## src/rtl/tceq_pkg.sv

```systemverilog
// ----------------------------------------------------------------------------
// tceq_pkg
// Shared field widths, operation codes and result codes of the timed
// coalescing event queue.
// ----------------------------------------------------------------------------
package tceq_pkg;

	localparam int OP_W    = 2;
	localparam int KIND_W  = 5;
	localparam int ARG_W   = 8;
	localparam int DELAY_W = 16;
	localparam int STAT_W  = 3;

	// kind + arg + typing flag + delay; the repeat count comes on top
	localparam int FIXED_W = KIND_W + ARG_W + 1 + DELAY_W;

	localparam logic [DELAY_W-1:0] DELAY_MAX = {DELAY_W{1'b1}};

	typedef enum logic [OP_W-1:0] {
		OP_ENQ   = 2'd0,
		OP_TICK  = 2'd1,
		OP_FLUSH = 2'd2,
		OP_NONE  = 2'd3
	} op_t;

	typedef enum logic [STAT_W-1:0] {
		ST_NOTHING   = 3'd0,
		ST_APPENDED  = 3'd1,
		ST_COALESCED = 3'd2,
		ST_DROPPED   = 3'd3,
		ST_DISPATCH  = 3'd4,
		ST_FLUSHED   = 3'd5
	} status_t;

endpackage

```

## src/rtl/timed_coalescing_event_queue.sv

```systemverilog
// ----------------------------------------------------------------------------
// timed_coalescing_event_queue
// FIFO of timed events with run-length coalescing of repeated enqueues.
// ----------------------------------------------------------------------------
// Usage:
//   Drive operation and the event fields with start high; the beat is taken
//   when start is high and busy is low. Operations: enqueue, one timer tick,
//   flush of all interactive entries.
//   Every accepted beat gives exactly one result: done is high for one cycle
//   with status, out_kind, out_arg, idle_pulse, entries_used and
//   removed_count. The receiver cannot stall; the result must be taken then.
//   Steps (all entries live in one RAM with one read port, registered read):
//     enqueue          read tail, then write back
//     tick             read head; when the head entry retires and another
//                      entry follows, an extra read of the new head delay
//     flush            walk of all entries, one entry read per cycle (kept
//                      entries written back compacted)
//     unknown op       answered directly from idle
//   The result is registered; a new beat can be accepted in the cycle the
//   previous result is shown, except after a tick with the extra read.
//   Reset empties the queue and disarms the timer; no RAM clearing pass is
//   needed, since the contents of unwritten entries are never used.
// ----------------------------------------------------------------------------
module timed_coalescing_event_queue #(
	parameter int QUEUE_DEPTH = 16,
	parameter int KIND_COUNT  = 24,
	parameter int REPEAT_BITS = 16,
	parameter int CNT_W       = $clog2(QUEUE_DEPTH + 1)
) (
	input  logic                          clk,
	input  logic                          arst_n,
	input  logic                          start,
	output logic                          busy,
	input  logic [tceq_pkg::OP_W-1:0]     operation,
	input  logic [tceq_pkg::KIND_W-1:0]   event_kind,
	input  logic [tceq_pkg::ARG_W-1:0]    event_arg,
	input  logic                          from_typing,
	input  logic [tceq_pkg::DELAY_W-1:0]  wait_ticks,
	output logic                          done,
	output logic [tceq_pkg::STAT_W-1:0]   status,
	output logic [tceq_pkg::KIND_W-1:0]   out_kind,
	output logic [tceq_pkg::ARG_W-1:0]    out_arg,
	output logic                          idle_pulse,
	output logic [CNT_W-1:0]              entries_used,
	output logic [CNT_W-1:0]              removed_count
);

	localparam int IDX_W     = $clog2(QUEUE_DEPTH);
	localparam int ENTRY_W   = tceq_pkg::FIXED_W + REPEAT_BITS;
	localparam int DELAY_LSB = REPEAT_BITS;
	localparam int TYP_BIT   = DELAY_LSB + tceq_pkg::DELAY_W;
	localparam int ARG_LSB   = TYP_BIT + 1;
	localparam int KIND_LSB  = ARG_LSB + tceq_pkg::ARG_W;

	localparam logic [IDX_W-1:0]       LAST_IDX  = IDX_W'(QUEUE_DEPTH - 1);
	localparam logic [CNT_W-1:0]       FULL_CNT  = CNT_W'(QUEUE_DEPTH);
	localparam logic [CNT_W-1:0]       ONE_CNT   = CNT_W'(1);
	localparam logic [REPEAT_BITS-1:0] REP_MAX   = {REPEAT_BITS{1'b1}};
	localparam logic [REPEAT_BITS-1:0] REP_ONE   = REPEAT_BITS'(1);
	localparam logic [REPEAT_BITS-1:0] REP_TWO   = REPEAT_BITS'(2);

	typedef enum logic [2:0] {
		S_IDLE,
		S_ENQ,
		S_TICK,
		S_ARM,
		S_FLUSH
	} state_t;

	function automatic logic [IDX_W-1:0] idx_inc(input logic [IDX_W-1:0] i);
		return (i == LAST_IDX) ? '0 : i + IDX_W'(1);
	endfunction

	function automatic logic [IDX_W-1:0] idx_dec(input logic [IDX_W-1:0] i);
		return (i == '0) ? LAST_IDX : i - IDX_W'(1);
	endfunction

	// queue control state
	state_t                          state_q;
	logic [IDX_W-1:0]                head_q, tail_q;
	logic [CNT_W-1:0]                total_q;
	logic [tceq_pkg::DELAY_W-1:0]    elapsed_q, armed_q;

	// latched input beat
	logic [tceq_pkg::KIND_W-1:0]     kind_q;
	logic [tceq_pkg::ARG_W-1:0]      arg_q;
	logic                            typing_q;
	logic [tceq_pkg::DELAY_W-1:0]    wait_q;

	// flush walk
	logic [IDX_W-1:0]                fl_rd_q, fl_wr_q;
	logic [CNT_W-1:0]                fl_cnt_q, fl_kept_q, fl_rem_q;
	logic                            fl_vld_s1, fl_first_q, fl_gone_q;
	logic [tceq_pkg::DELAY_W-1:0]    fl_delay_q;

	// result registers
	logic                            done_q, idle_q;
	tceq_pkg::status_t               status_q;
	logic [tceq_pkg::KIND_W-1:0]     okind_q;
	logic [tceq_pkg::ARG_W-1:0]      oarg_q;
	logic [CNT_W-1:0]                used_q, removed_q;

	// RAM ports
	logic                            ram_we;
	logic [IDX_W-1:0]                ram_waddr, ram_raddr;
	logic [ENTRY_W-1:0]              ram_wdata, ram_rdata;

	// read entry fields
	logic [tceq_pkg::KIND_W-1:0]     rd_kind;
	logic [tceq_pkg::ARG_W-1:0]      rd_arg;
	logic                            rd_typing;
	logic [tceq_pkg::DELAY_W-1:0]    rd_delay;
	logic [REPEAT_BITS-1:0]          rd_rep;

	logic [IDX_W-1:0]                tail_prev, head_nx;
	logic [tceq_pkg::DELAY_W-1:0]    tick_elapsed;
	logic                            tick_fire, kind_ok, tail_match;
	tceq_pkg::status_t               enq_status;

	assign busy = (state_q != S_IDLE);

	assign rd_kind   = ram_rdata[KIND_LSB +: tceq_pkg::KIND_W];
	assign rd_arg    = ram_rdata[ARG_LSB +: tceq_pkg::ARG_W];
	assign rd_typing = ram_rdata[TYP_BIT];
	assign rd_delay  = ram_rdata[DELAY_LSB +: tceq_pkg::DELAY_W];
	assign rd_rep    = ram_rdata[REPEAT_BITS-1:0];

	assign tail_prev    = idx_dec(tail_q);
	assign head_nx      = idx_inc(head_q);
	assign tick_elapsed = (elapsed_q == tceq_pkg::DELAY_MAX) ? elapsed_q
	                                                         : elapsed_q + 16'd1;
	assign tick_fire    = (tick_elapsed >= armed_q);
	assign kind_ok      = (int'(kind_q) < KIND_COUNT);
	assign tail_match   = (total_q != '0) && (rd_kind == kind_q) && (rd_arg == arg_q)
	                   && (rd_typing == typing_q) && (rd_delay == wait_q)
	                   && (rd_rep != REP_MAX);

	always_comb begin
		if (!kind_ok) begin
			enq_status = tceq_pkg::ST_NOTHING;
		end else if (tail_match) begin
			enq_status = tceq_pkg::ST_COALESCED;
		end else if (total_q == FULL_CNT) begin
			enq_status = tceq_pkg::ST_DROPPED;
		end else begin
			enq_status = tceq_pkg::ST_APPENDED;
		end
	end

	// RAM access per state
	always_comb begin
		ram_raddr = head_q;
		ram_we    = 1'b0;
		ram_waddr = tail_q;
		ram_wdata = {kind_q, arg_q, typing_q, wait_q, REP_ONE};
		case (state_q)
			S_IDLE: begin
				if (tceq_pkg::op_t'(operation) == tceq_pkg::OP_ENQ) begin
					ram_raddr = tail_prev;
				end
			end
			S_ENQ: begin
				if (enq_status == tceq_pkg::ST_COALESCED) begin
					ram_we    = 1'b1;
					ram_waddr = tail_prev;
					ram_wdata = {ram_rdata[ENTRY_W-1:REPEAT_BITS], rd_rep + REP_ONE};
				end else if (enq_status == tceq_pkg::ST_APPENDED) begin
					ram_we = 1'b1;
				end
			end
			S_TICK: begin
				// fetch the next head in case this one retires
				ram_raddr = head_nx;
				if (total_q != '0 && tick_fire && rd_rep >= REP_TWO) begin
					ram_we    = 1'b1;
					ram_waddr = head_q;
					ram_wdata = {ram_rdata[ENTRY_W-1:REPEAT_BITS], rd_rep - REP_ONE};
				end
			end
			S_FLUSH: begin
				ram_raddr = fl_rd_q;
				if (fl_vld_s1 && !rd_typing) begin
					ram_we    = 1'b1;
					ram_waddr = fl_wr_q;
					ram_wdata = ram_rdata;
				end
			end
			default: begin
			end
		endcase
	end

	tceq_ram #(
		.WIDTH (ENTRY_W),
		.DEPTH (QUEUE_DEPTH)
	) u_store (
		.clk   (clk),
		.we    (ram_we),
		.waddr (ram_waddr),
		.wdata (ram_wdata),
		.raddr (ram_raddr),
		.rdata (ram_rdata)
	);

	always_ff @(posedge clk) begin
		if (start && !busy) begin
			kind_q   <= event_kind;
			arg_q    <= event_arg;
			typing_q <= from_typing;
			wait_q   <= wait_ticks;
		end
	end

	always_ff @(posedge clk or negedge arst_n) begin
		if (!arst_n) begin
			state_q    <= S_IDLE;
			head_q     <= '0;
			tail_q     <= '0;
			total_q    <= '0;
			elapsed_q  <= '0;
			armed_q    <= '0;
			fl_rd_q    <= '0;
			fl_wr_q    <= '0;
			fl_cnt_q   <= '0;
			fl_kept_q  <= '0;
			fl_rem_q   <= '0;
			fl_vld_s1  <= 1'b0;
			fl_first_q <= 1'b0;
			fl_gone_q  <= 1'b0;
			fl_delay_q <= '0;
			done_q     <= 1'b0;
			status_q   <= tceq_pkg::ST_NOTHING;
			okind_q    <= '0;
			oarg_q     <= '0;
			idle_q     <= 1'b0;
			used_q     <= '0;
			removed_q  <= '0;
		end else begin
			done_q <= 1'b0;
			case (state_q)
				S_IDLE: begin
					if (start) begin
						case (tceq_pkg::op_t'(operation))
							tceq_pkg::OP_ENQ:  state_q <= S_ENQ;
							tceq_pkg::OP_TICK: state_q <= S_TICK;
							tceq_pkg::OP_FLUSH: begin
								fl_rd_q    <= head_nx;
								fl_wr_q    <= head_q;
								fl_cnt_q   <= ONE_CNT;
								fl_vld_s1  <= (total_q != '0);
								fl_kept_q  <= '0;
								fl_rem_q   <= '0;
								fl_first_q <= 1'b1;
								fl_gone_q  <= 1'b0;
								state_q    <= S_FLUSH;
							end
							default: begin
								done_q    <= 1'b1;
								status_q  <= tceq_pkg::ST_NOTHING;
								okind_q   <= '0;
								oarg_q    <= '0;
								idle_q    <= 1'b0;
								used_q    <= total_q;
								removed_q <= '0;
							end
						endcase
					end
				end
				S_ENQ: begin
					done_q    <= 1'b1;
					status_q  <= enq_status;
					okind_q   <= '0;
					oarg_q    <= '0;
					idle_q    <= 1'b0;
					removed_q <= '0;
					used_q    <= total_q;
					if (enq_status == tceq_pkg::ST_APPENDED) begin
						tail_q  <= idx_inc(tail_q);
						total_q <= total_q + ONE_CNT;
						used_q  <= total_q + ONE_CNT;
						if (total_q == '0) begin
							armed_q   <= wait_q;
							elapsed_q <= '0;
						end
					end
					state_q <= S_IDLE;
				end
				S_TICK: begin
					done_q    <= 1'b1;
					status_q  <= tceq_pkg::ST_NOTHING;
					okind_q   <= '0;
					oarg_q    <= '0;
					idle_q    <= 1'b0;
					removed_q <= '0;
					used_q    <= total_q;
					state_q   <= S_IDLE;
					if (total_q != '0) begin
						elapsed_q <= tick_elapsed;
						if (tick_fire) begin
							status_q  <= tceq_pkg::ST_DISPATCH;
							okind_q   <= rd_kind;
							oarg_q    <= rd_arg;
							elapsed_q <= '0;
							if (rd_rep < REP_TWO) begin
								// retire the head, re-arm from the next one if any
								head_q  <= head_nx;
								total_q <= total_q - ONE_CNT;
								used_q  <= total_q - ONE_CNT;
								if (total_q == ONE_CNT) begin
									armed_q <= '0;
									idle_q  <= 1'b1;
								end else begin
									state_q <= S_ARM;
								end
							end
						end
					end
				end
				S_ARM: begin
					armed_q <= rd_delay;
					state_q <= S_IDLE;
				end
				S_FLUSH: begin
					if (fl_vld_s1) begin
						fl_first_q <= 1'b0;
						if (rd_typing) begin
							fl_rem_q <= fl_rem_q + ONE_CNT;
							if (fl_first_q) begin
								fl_gone_q <= 1'b1;
							end
						end else begin
							fl_wr_q   <= idx_inc(fl_wr_q);
							fl_kept_q <= fl_kept_q + ONE_CNT;
							if (fl_kept_q == '0) begin
								fl_delay_q <= rd_delay;
							end
						end
						// issue the next read while entries remain
						if (fl_cnt_q < total_q) begin
							fl_rd_q   <= idx_inc(fl_rd_q);
							fl_cnt_q  <= fl_cnt_q + ONE_CNT;
							fl_vld_s1 <= 1'b1;
						end else begin
							fl_vld_s1 <= 1'b0;
						end
					end else begin
						total_q <= fl_kept_q;
						tail_q  <= fl_wr_q;
						if (fl_kept_q == '0 || fl_gone_q) begin
							elapsed_q <= '0;
							armed_q   <= (fl_kept_q == '0) ? '0 : fl_delay_q;
						end
						done_q    <= 1'b1;
						status_q  <= tceq_pkg::ST_FLUSHED;
						okind_q   <= '0;
						oarg_q    <= '0;
						idle_q    <= 1'b0;
						used_q    <= fl_kept_q;
						removed_q <= fl_rem_q;
						state_q   <= S_IDLE;
					end
				end
				default: state_q <= S_IDLE;
			endcase
		end
	end

	assign done          = done_q;
	assign status        = status_q;
	assign out_kind      = okind_q;
	assign out_arg       = oarg_q;
	assign idle_pulse    = idle_q;
	assign entries_used  = used_q;
	assign removed_count = removed_q;

	a_accept_answers: assert property (@(posedge clk) disable iff (!arst_n)
		(start && !busy) |=> (busy || done))
		else $error("accepted beat neither in progress nor answered");

	a_idle_means_empty: assert property (@(posedge clk) disable iff (!arst_n)
		(done && idle_pulse) |->
			(status == tceq_pkg::ST_DISPATCH && entries_used == '0 && total_q == '0))
		else $error("idle pulse without an emptying dispatch");

	a_count_bound: assert property (@(posedge clk) disable iff (!arst_n)
		total_q <= FULL_CNT)
		else $error("entry count above queue depth");

	a_removed_only_flush: assert property (@(posedge clk) disable iff (!arst_n)
		(done && status != tceq_pkg::ST_FLUSHED) |-> (removed_count == '0))
		else $error("removed count outside a flush result");

	a_flush_conserves: assert property (@(posedge clk) disable iff (!arst_n)
		(state_q == S_FLUSH && !fl_vld_s1) |-> (fl_kept_q + fl_rem_q == total_q))
		else $error("flush walk lost or duplicated entries");

endmodule

```

## src/rtl/tceq_ram.sv

```systemverilog
// ----------------------------------------------------------------------------
// tceq_ram
// Generic simple dual-port RAM: one write port, one read port, read data
// registered.
// ----------------------------------------------------------------------------
module tceq_ram #(
	parameter int WIDTH  = 46,
	parameter int DEPTH  = 16,
	parameter int ADDR_W = $clog2(DEPTH)
) (
	input  logic              clk,
	input  logic              we,
	input  logic [ADDR_W-1:0] waddr,
	input  logic [WIDTH-1:0]  wdata,
	input  logic [ADDR_W-1:0] raddr,
	output logic [WIDTH-1:0]  rdata
);

	logic [WIDTH-1:0] mem [DEPTH];

	always_ff @(posedge clk) begin
		if (we) begin
			mem[waddr] <= wdata;
		end
		rdata <= mem[raddr];
	end

endmodule
```

## config.mk

```make
export PLATFORM = sky130hd
export DESIGN_NAME = timed_coalescing_event_queue
export DESIGN_NICKNAME = d
export VERILOG_FILES = /design/src/rtl/tceq_pkg.sv /design/src/rtl/timed_coalescing_event_queue.sv /design/src/rtl/tceq_ram.sv
export SDC_FILE = /design/constraint.sdc
export NUM_CORES = 1
export LEC_CHECK = 0
export BUFFER_PORTS_ARGS = -buffer_cell sky130_fd_sc_hd__buf_2
export CAP_MARGIN = 0
export CORE_ASPECT_RATIO = 1.75
export CORE_MARGIN = 5
export CORE_UTILIZATION = 45
export CTS_CLUSTER_DIAMETER = 60
export CTS_CLUSTER_SIZE = 28
export DETAILED_ROUTE_END_ITERATION = 7
export HOLD_SLACK_MARGIN = 0.1
export SYNTH_ARGS = -nofsm -noshare
export SYNTH_HDL_FRONTEND = slang
export SYNTH_SLANG_ARGS = --single-unit
```

## constraint.sdc

```tcl
create_clock -name clk -period 12.9 [get_ports clk]
set_input_delay 0 -clock clk [delete_from_list [all_inputs] [get_ports clk]]
set_output_delay 0 -clock clk [all_outputs]
set_load 0.02 [all_outputs]
```

; After elaboration in Yosys (flattened, before gate mapping)
; Memory sizes are Yosys's and may differ from the RTL's. A register that Yosys moved wholly into a read port is not among the register bits.
; Index checks and enable logic that the tools add are counted.
[totals]
reg_bits = 148
mem_bits_ro = 0
wordCells = 258
in_bits = 35
ramBits = 736
latchBits = 0
memories = 1
out_inout_bits = 29
[classes]
mul = 0
add_sub_neg = 13
eq_ne = 37
mux = 133
bitwise = 1
div_mod_pow = 0
magnitude_cmp = 5
shifts = 0
n_reduce_logical = 42
[memory_table]
columns = memory, depth, word_bits, rd, rd_ports_with_merged_regs, wr, line_no
row1 = u_store.mem, 16, 46, 1, 1, 1, tceq_ram.sv:19  ; logic [WIDTH-1:0] mem [DEPTH];
[ops]
columns = cell, n
row1 = $mux W16, 16
row2 = $mux W46, 3
row3 = $pmux W46 S3, 1
row4 = $mux W5, 23
row5 = $mux W4, 19
row6 = $pmux W16 S4, 1
row7 = $pmux W16 S3, 1
row8 = $mux W8, 5
row9 = $pmux W5 S4, 2
row10 = $add A16 B1 Y16 const B, 2
row11 = $pmux W8 S4, 1
row12 = $pmux W5 S2, 3
row13 = $pmux W5 S3, 2
row14 = $mux W1, 28
row15 = $ne A2 B2 Y1 const B, 14
row16 = $pmux W4 S2, 3
row17 = $pmux W4 S3, 2
row18 = $mux W3, 7
row19 = $add A5 B1 Y5 const B, 4
row20 = $reduce_and A4 Y1, 5
row21 = $pmux W3 S3, 2
row22 = $add A4 B1 Y4 const B, 4
row23 = $eq A16 B16 Y1, 1
row24 = $eq A16 B16 Y1 const B, 1
row25 = 46 further kinds, 81

; Longest topological paths before layout
; Gate-level depths: netlist of the first run.
[logic_depth]
word_depth = 14
depth_mapped = 19
mapped_depth_nobuf = 15

; Cells and area by module
; A second synthesis of the first run with hierarchy kept.
[unflattened]
hier_cells = 2227
area_unflattened_um2 = 38368.0
[modules_own_cells]
columns = mod, seq_area_each_um2, cells_per_inst, area_each_um2, instances
row1 = tceq_ram, 23022.1, 1191, 28493.6, 1
row2 = timed_coalescing_event_queue, 3853.7, 1036, 9874.5, 1

; Least setup slack after synthesis of the first run
; Ideal clock, no wire load.
[synth_path]
path_type = register to register
startpoint = reg elapsed_q[3] (netlist bit)
endpoint = mem u_store.mem[4][0], enable pin
t_arrival_ps = 5939
setup_slack_ps = 6512
t_required_ps = 12450
setup_ps = 450
path_stages_with_launch = 19
n_path_buf = 3
synth_period_minus_slack_ps = 6388
path_cell_list = dfrtp_1 -> clkbuf_1 -> and4_1 -> nand4_1 -> nor3_1 -> or2_2 -> clkbuf_1 -> nor2_1 -> xor2_1 -> ha_1 -> and2_0 -> a221o_1 -> a2bb2oi_1 -> a21bo_2 -> buf_4 -> mux2i_1 -> o221ai_2 -> or2_4 -> nor2_1
[synth_between]
elab_chain_cells = 9
elab_cells_between_ends = 12
classes_between = 1 x add/sub / 1 x order compare / 1 x eq/ne / 7 x mux / 2 x reduce/logical
[synth_lines]
columns = element, line_no
row1 = start: declaration, timed_coalescing_event_queue.sv:82  ; logic [tceq_pkg::DELAY_W-1:0] elapsed_q, armed_q;
row2 = start signal: assignment, timed_coalescing_event_queue.sv:298  ; elapsed_q <= tick_elapsed;
row3 = $add A16 B1 Y16 or $eq A16 B16 Y1 (tied branches), "timed_coalescing_event_queue.sv:131, timed_coalescing_event_queue.sv:130"
row4 = $mux W16 *, timed_coalescing_event_queue.sv:130  ; assign tick_elapsed = (elapsed_q == tceq_pkg::DELAY_MAX) ? elapsed_q
row5 = $ge A16 B16 Y1 *, timed_coalescing_event_queue.sv:132  ; assign tick_fire = (tick_elapsed >= armed_q);
row6 = $logic_and A1 B1 Y1 * (2 in series), timed_coalescing_event_queue.sv:174  ; if (total_q != '0 && tick_fire && rd_rep >= REP_TWO) begin
row7 = $mux W1, timed_coalescing_event_queue.sv:174
row8 = $pmux W1 S3, timed_coalescing_event_queue.sv:156  ; case (state_q)
row9 = $mux W1, tceq_ram.sv:22  ; if (we) begin
row10 = $mux W1 (not written as such), tceq_ram.sv:23  ; mem[waddr] <= wdata;
row11 = end: declaration, tceq_ram.sv:19
; Every way passes the cells marked *; elsewhere a longest branch is shown, timed or not.

; Final worst setup path of the first run
[layout_path]
startpoint = reg elapsed_q[3] (netlist bit)
endpoint = mem u_store.mem[9][31], enable pin
; Same word-level chain as after synthesis.

==> results of run 1 <==
-- metal layers --
metal	wire, um	global-route usage [%]
met5	0	0
met4	5624	10.41
met3	5263	2.180
met2	53410	38.33
met1	39810	26.72
-- worst paths after layout --
| path | startpoint | to | slack, ns | cells past startpoint |
|---|---|---|---|---|
| worst max-delay path | elapsed_q[3] | u_store.mem[9][31] | 6.42 | 17 |
| worst min-delay path | wait_ticks[8] | wait_q[8] | 0.14 | 2 |
| worst max register to register | elapsed_q[3] | u_store.mem[9][31] | 6.42 | 17 |
| worst min register to register | removed_count[1] | removed_count[1] | 0.49 | 2 |
| max in group asynchronous | arst_n | fl_cnt_q[1] | 11.54 | 4 |
| min in group asynchronous | arst_n | armed_q[8] | 0.51 | 4 |
-- through the flow --
stage | instance area [sq um] | std cells
6_report | 43070 | 4408
5_1_grt | 43070 | 4408
4_1_cts | 43070 | 4408
3_5_place_dp | 40960 | 4265
3_3_place_gp | 40960 | 4265
2_1_floorplan | 39460 | 3195
-- layout make-up --
type / instances / area share, %
Clock buffer: 66 / 2.893
Multi-Input combinational cell: 2022 / 27.33
Timing Repair Buffer: 173 / 3.166
Inverter: 46 / 0.4009
Sequential cell: 930 / 62.40
Tap cell: 1160 / 3.370
Clock inverter: 11 / 0.4386
-- power by group through the flow --
stage,Sequential [W],Combinational [W],Clock (W)
final,0.00398,0.00251,0.00168
after global routing,0.00400,0.00279,0.00182
after CTS,0.00397,0.00252,0.00172
after detailed placement,0.00403,0.00250,0
after global placement,0.00403,0.00243,0
after floorplan,0.00387,0.00174,0
-- cells by family (layout without fill, tap and decap cells) --
| group | after synthesis | count (layout) | share of synthesized area, % |
|---|---|---|---|
| AND/OR/NAND/NOR | 1198 | 1198 | 13.39 |
| flip-flops | 930 | 930 | 68.12 |
| AO/OA/AOI/OAI | 666 | 666 | 11.53 |
| buffers and inverters | 243 | 296 | 2.521 |
| multiplexers | 60 | 60 | 1.861 |
| XOR/XNOR | 57 | 57 | 1.284 |
| adder cells (fa/ha/maj) | 41 | 41 | 1.300 |
-- cells in the mapped netlist, types with 46 or more instances --
| cell | number |
|---|---|
| a211oi_1 | 95 |
| nand2_1 | 735 |
| dfrtp_1 | 118 |
| a31oi_1 | 117 |
| a221o_1 | 49 |
| edfxtp_1 | 766 |
| and2_1 | 101 |
| o22ai_1 | 62 |
| dfxtp_1 | 46 |
| clkbuf_1 | 146 |
| o21ai_0 | 147 |
| a21oi_1 | 54 |
| nand3_1 | 138 |
| nor2_1 | 116 |
-- sequential cells by signal, indices dropped and copies added, names as in the netlist, 8 cells and up --
register,cells
out_arg,8
wait_q,16
elapsed_q,16
arg_q,8
armed_q,16
u_store.mem,736
u_store.rdata,46
fl_delay_q,16
-- worst max-delay path: cells and delay by family (launching register included) --
kind            cells  cell delay, ns
fa+ha+maj           1            0.29
mux                 1            0.26
compound gates      4            1.29
xor+xnor            1            0.16
simple gates        8            2.61
buf+inv             2            0.96
flops               1            0.49
==> impl_results.md, run 1 <==
- Final setup vio count: 0
- Clk network pwr share: 20.5%
- IR drop worst, VDD: 0.1386 mV
- Sequential Power Share: 48.7%
- Netlist cell types: 90
- Cell Chain, Critical Path: and4_1, nand4_1, nor3_1, or2_2, nor2_1, xor2_1, ha_1, and3_1, a221oi_1, a2bb2oi_1, buf_4, a21bo_2, mux2i_1, o221ai_2, nand2b_1, nor2_4, buf_4
- Syn Inst Count: 3195
- Syn avg cell area: 12.35 sq um
- Top cell type's share of synthesized area: 58.30%
- Post-CTS resize count: 0
- Leakage: 15.60 nW
- Area of the multi-input gates: 11770 sq um
- Clock slew at reported path FFs: 0.10 ns
- End-of-flow core utilization: 49.53%
- Unrepaired setup endpoints after global routing: no
- Initial antenna violation count: 2
- Filler cells: 7555
- Die Y: 401.7 um
- Vias/cell: 5.859
- Critical Path Fanout Max: 35
- Largest net degree at the start of global routing: 218
- Most frequent cells in the layout: 766 x edfxtp_1, 733 x nand2_1, 147 x o21ai_0, 138 x nand3_1, 118 x dfrtp_1
- H-tree levels: 2
- Pwr dens: 189.5 nW/um^2
- Final WL: 104100 um
- CP Class: register to register
- CTS Buf Count: 43
- Clk Latency, worst-skew pair: 0.63 ns
- Register bit total from synthesis: 930
- Via count: 25830
- Longest Clk Path Bufs: 3
- Global Route Usage Sum: 21.76%
- Period utilization: 50.24%
- Final Skew: 0.03515 ns
- P_sw: 0.002954 W
- CTS Sinks: 930
- EDFF count, synth: 766
- CTS Hold Buffers Added: 66
- Most used cell, CP: buf_4
- Worst EP required: 13.16 ns
- Worst slew pin tran: 1.343 ns
- Arrival time at the worst endpoint: 6.75 ns
- Total congestion overflow: 0
- Global-route wire length before repair: 157300 um
- Final Critical Period: 6.481 ns
- Class of the worst hold path: input port to register
- Layout cells sized above 1: 8.374%
- Drt drc: 0
- Final Hold Fails: 0
- Status: complete, no violations
- PortBufs: 63
- CTS tree: done
- Post-synthesis net count: 3271
- Row cnt: 143
- Post-route setup slack: 6.419 ns
- Vias in the first global route: 25960
- Cell Area, Synth: 39460 sq um
- Final ANT Viol Nets: 0
- Drt initial violations: 2521
- Async SR Flop Fraction: 12.69%
- Most common cell after layout, fill and taps aside: edfxtp_1
- Switching Fraction: 36.19%
- Synth area leader: edfxtp_1
- Wire per inst: 23.62 um
- Power Total: 0.008163 W
- GP Congestion: 0.9146
- Synth area leaders: edfxtp_1 58%, dfrtp_1 7.5%, nand2_1 7.0%, dfxtp_1 2.3%, o21ai_0 1.9%
- Root Driver: clkbuf_16
- Yosys warns: 0
- Place WS: 6.440 ns
- Critical path's slowest cell: buf_4
- CP Launch Type: register
- Worst Setup End Kind: register
- Register Area: 26880 sq um
- Max-cap violations: 0
- Die width: 233.8 um
- Ys flop type: edfxtp_1
- Core area: 86960 sq um
- P&R area growth vs syn: 9.168%
- HPWL after DPL: 59610 um
- Max-slew headroom: 10.45%
- Combinational share of power: 30.8%
- Sequential area share after synthesis: 68.12%
- Crit path largest cell delay: 0.71 ns
- Initial Util: 45.37%
- Max-slew violation count: 0
- Hold Worst Slack: 0.1355 ns
- Internal power: 0.005209 W
- Ant. Diodes: 0
- Setup TNS: 0 ns
- Fin nets: 3292
- Setup bufs post-CTS: 0
- Die Area: 93930 sq um
- F_max: 0.1543 GHz
- First drt pass iteration count: 6
- IO Pins: 64
Power figures use the tool's default switching activity.
==> run 2, diff against run 1 <==
--- a/config.mk
+++ b/config.mk
@@ -5,6 +5,7 @@
 export SDC_FILE = /design/constraint.sdc
 export NUM_CORES = 1
 export LEC_CHECK = 0
+export ABC_AREA = 1
 export BUFFER_PORTS_ARGS = -buffer_cell sky130_fd_sc_hd__buf_2
 export CAP_MARGIN = 0
 export CORE_ASPECT_RATIO = 1.75
==> constraint.sdc (replaced) <==
create_clock -name clk -period 6.66 [get_ports clk]
set_input_delay 0 -clock clk [delete_from_list [all_inputs] [get_ports clk]]
set_output_delay 0 -clock clk [all_outputs]
set_load 0.02 [all_outputs]
==> impl_results.md, run 2 <==
- Initial Util: 45.14%
- Max-slew headroom: 7.763%
- Die Y: 413.1 um
- Clk Latency, worst-skew pair: 0.66 ns
- Final Skew: 0.04270 ns
- Initial antenna violation count: 0
- Final Hold Fails: 0
- Max-cap violations: 0
- Final ANT Viol Nets: 0
- CTS Hold Buffers Added: 65
- Vias/cell: 5.499
- GP Congestion: 0.8745
- Max reg flops: 736
- Post-CTS resize count: 0
- Wire per inst: 21.17 um
- Biggest regs: u_store.mem (736), u_store.rdata (46)
- Final Critical Period: 5.976 ns
- CTS Sinks: 930
- Pwr dens: 503.0 nW/um^2
- Ant. Diodes: 0
- Sequential Power Share: 38.4%
- Period utilization: 89.74%
- Final WL: 108900 um
- Switching Fraction: 44.45%
- Critical Path Fanout Max: 18
- First drt pass iteration count: 6
- Largest net degree at the start of global routing: 157
- Row cnt: 148
- Count leader, synth: edfxtp_1
- Drt drc: 0
- Final setup vio count: 0
- Sequential area share after synthesis: 64.31%
- Register bit total from synthesis: 930
- Top reg by flops: u_store.mem
- Yosys warns: 0
- Unrepaired setup endpoints after global routing: no
- Die Area: 99300 sq um
- Most instantiated cells after synthesis: 766 x edfxtp_1, 696 x nand2_1, 510 x inv_1, 382 x o211ai_1, 357 x nand3_1
- IR drop worst, VDD: 0.3764 mV
- Worst slew pin tran: 1.382 ns
- Ys flop type: edfxtp_1
- F_max: 0.1673 GHz
- Critical path's slowest cell: nand3_2
- Worst EP required: 6.96 ns
- PortBufs: 63
- Max-slew violation count: 0
- Global-route wire length before repair: 164300 um
- Internal power: 0.01281 W
- Root Driver: clkbuf_16
- Post-synthesis net count: 3937
- Combinational share of power: 46.8%
- Setup TNS: 0 ns
- Fin nets: 3987
- H-tree levels: 2
- Synth area leaders: edfxtp_1 55%, dfrtp_1 7.1%, o211ai_1 6.9%, nand2_1 6.3%, inv_1 4.6%
- Via count: 28300
- Filler cells: 8268
- Syn Inst Count: 3861
- Core area: 92590 sq um
- Most used cell, CP: nand2_1
- Longest Clk Path Bufs: 3
- Dpl cell area: 43630 sq um
- Total congestion overflow: 0
- Class of the worst hold path: input port to register
- Syn avg cell area: 10.82 sq um
- Most frequent cells in the layout: 766 x edfxtp_1, 696 x nand2_1, 509 x inv_1, 382 x o211ai_1, 357 x nand3_1
- P&R area growth vs syn: 9.703%
- Async SR Flop Fraction: 12.69%
- Cell Area, Synth: 41790 sq um
- IO Pins: 64
- P_sw: 0.01025 W
- CTS Buf Count: 45
- Clock slew at reported path FFs: 0.10 ns
- Most common cell after layout, fill and taps aside: edfxtp_1
- CP Class: register to register
- Drt initial violations: 2099
- Layout cells sized above 1: 8.414%
- Worst Setup End Kind: register
- Netlist cell types: 54
- Clk network pwr share: 14.8%
- Setup bufs post-CTS: 0
- Die width: 240.4 um
- Final instance area: 45850 sq um
- Global Route Usage Sum: 21.50%
- Top cell type's share of synthesized area: 55.04%
- CTS tree: done
- Status: complete, no violations
- EDFF count, synth: 766
- HPWL after DPL: 66230 um
- Arrival time at the worst endpoint: 6.28 ns
- Vias in the first global route: 27660
- Synth area leader: edfxtp_1
- Crit path largest cell delay: 0.61 ns
- CP Launch Type: register
- Leakage: 17.74 nW
==> run 2: cell types whose count changed in the layout (fill, tap and decap cells not counted), sizes merged, moves of 44 or more <==
cell | previous run | this run
a211oi | 95 | 0
a221o | 49 | 0
a31oi | 118 | 12
and2 | 103 | 0
buf | 108 | 152
inv | 49 | 543
mux2 | 47 | 0
nand3 | 138 | 361
o211ai | 4 | 382
o21ai | 152 | 209
o22ai | 62 | 17
or2 | 6 | 50
==> run 2: logic make-up after synthesis <==
family / share of synthesized area [%]
buffers and inverters: 7.296
flip-flops: 64.31
adder cells (fa/ha/maj): 1.228
AO/OA/AOI/OAI: 12.13
XOR/XNOR: 0.8383
AND/OR/NAND/NOR: 14.20
==> run 2: power groups by stage <==
stage / logic [W] / clock network [W] / registers, W
2_1_floorplan: 0.00752 / 0 / 0.00878
3_3_place_gp: 0.0107 / 0 / 0.00896
3_5_place_dp: 0.0108 / 0 / 0.00897
4_1_cts: 0.0109 / 0.00350 / 0.00884
5_1_grt: 0.0119 / 0.00372 / 0.00893
6_report: 0.0108 / 0.00342 / 0.00886
==> run 2: worst paths after layout <==
kind / start / to / slack [ns] / depth (start not counted)
max in group asynchronous: arst_n / fl_wr_q[1] / 5.40 / 4
min: from_typing / typing_q / 0.11 / 2
max: elapsed_q[4] / u_store.mem[5][38] / 0.68 / 27
max reg2reg: elapsed_q[4] / u_store.mem[5][38] / 0.68 / 27
min in group asynchronous: arst_n / out_arg[3] / 0.49 / 4
min reg2reg: removed_count[4] / removed_count[4] / 0.48 / 2
==> run 2: cell type report <==
cell class / count / area [sq um] / share of cell area [%]
sequential: 930 / 26880 / 58.62
multi-input combinational: 2182 / 12060 / 26.31
tap: 1200 / 1501 / 3.275
timing repair buffer: 216 / 1834 / 4.001
clock buffer: 63 / 1266 / 2.762
inverter: 536 / 2027 / 4.421
clock inverter: 19 / 279.0 / 0.6086
==> run 2: per-layer routing <==
metal / up-vias / routed length, um / global-route usage [%]
met3: 217 / 4158 / 2.009
li1: 13590 / - / -
met1: 13820 / 42380 / 25.31
met5: - / 0 / 0
met2: 669 / 57660 / 40.18
met4: 0 / 4734 / 8.340
==> run 2: worst max-delay path, delay by kind of cell (launching register included) <==
kind | cells | cell delay (ns)
AO/OA/AOI/OAI | 1 | 0.23
AND/OR/NAND/NOR | 20 | 3.92
buffers and inverters | 4 | 0.63
flip-flops | 1 | 0.39
XOR/XNOR | 1 | 0.19
adder cells (fa/ha/maj) | 1 | 0.27
==> run 2: through the flow <==
step	util (%)	total power, W	setup WS (ns)	std cells	hold WS [ns]
after detailed placement	47.13	0.01976	0.7102	4999	0.1395
after global placement	47.13	0.01964	0.8216	4999	0.1343
after floorplan	-	0.01631	1.094	3861	-0.2956
after CTS	49.52	0.02320	0.6663	5146	0.1042
final	49.52	0.02306	0.6836	5146	0.1132
after global routing	49.52	0.02455	0.2278	5146	0.1020
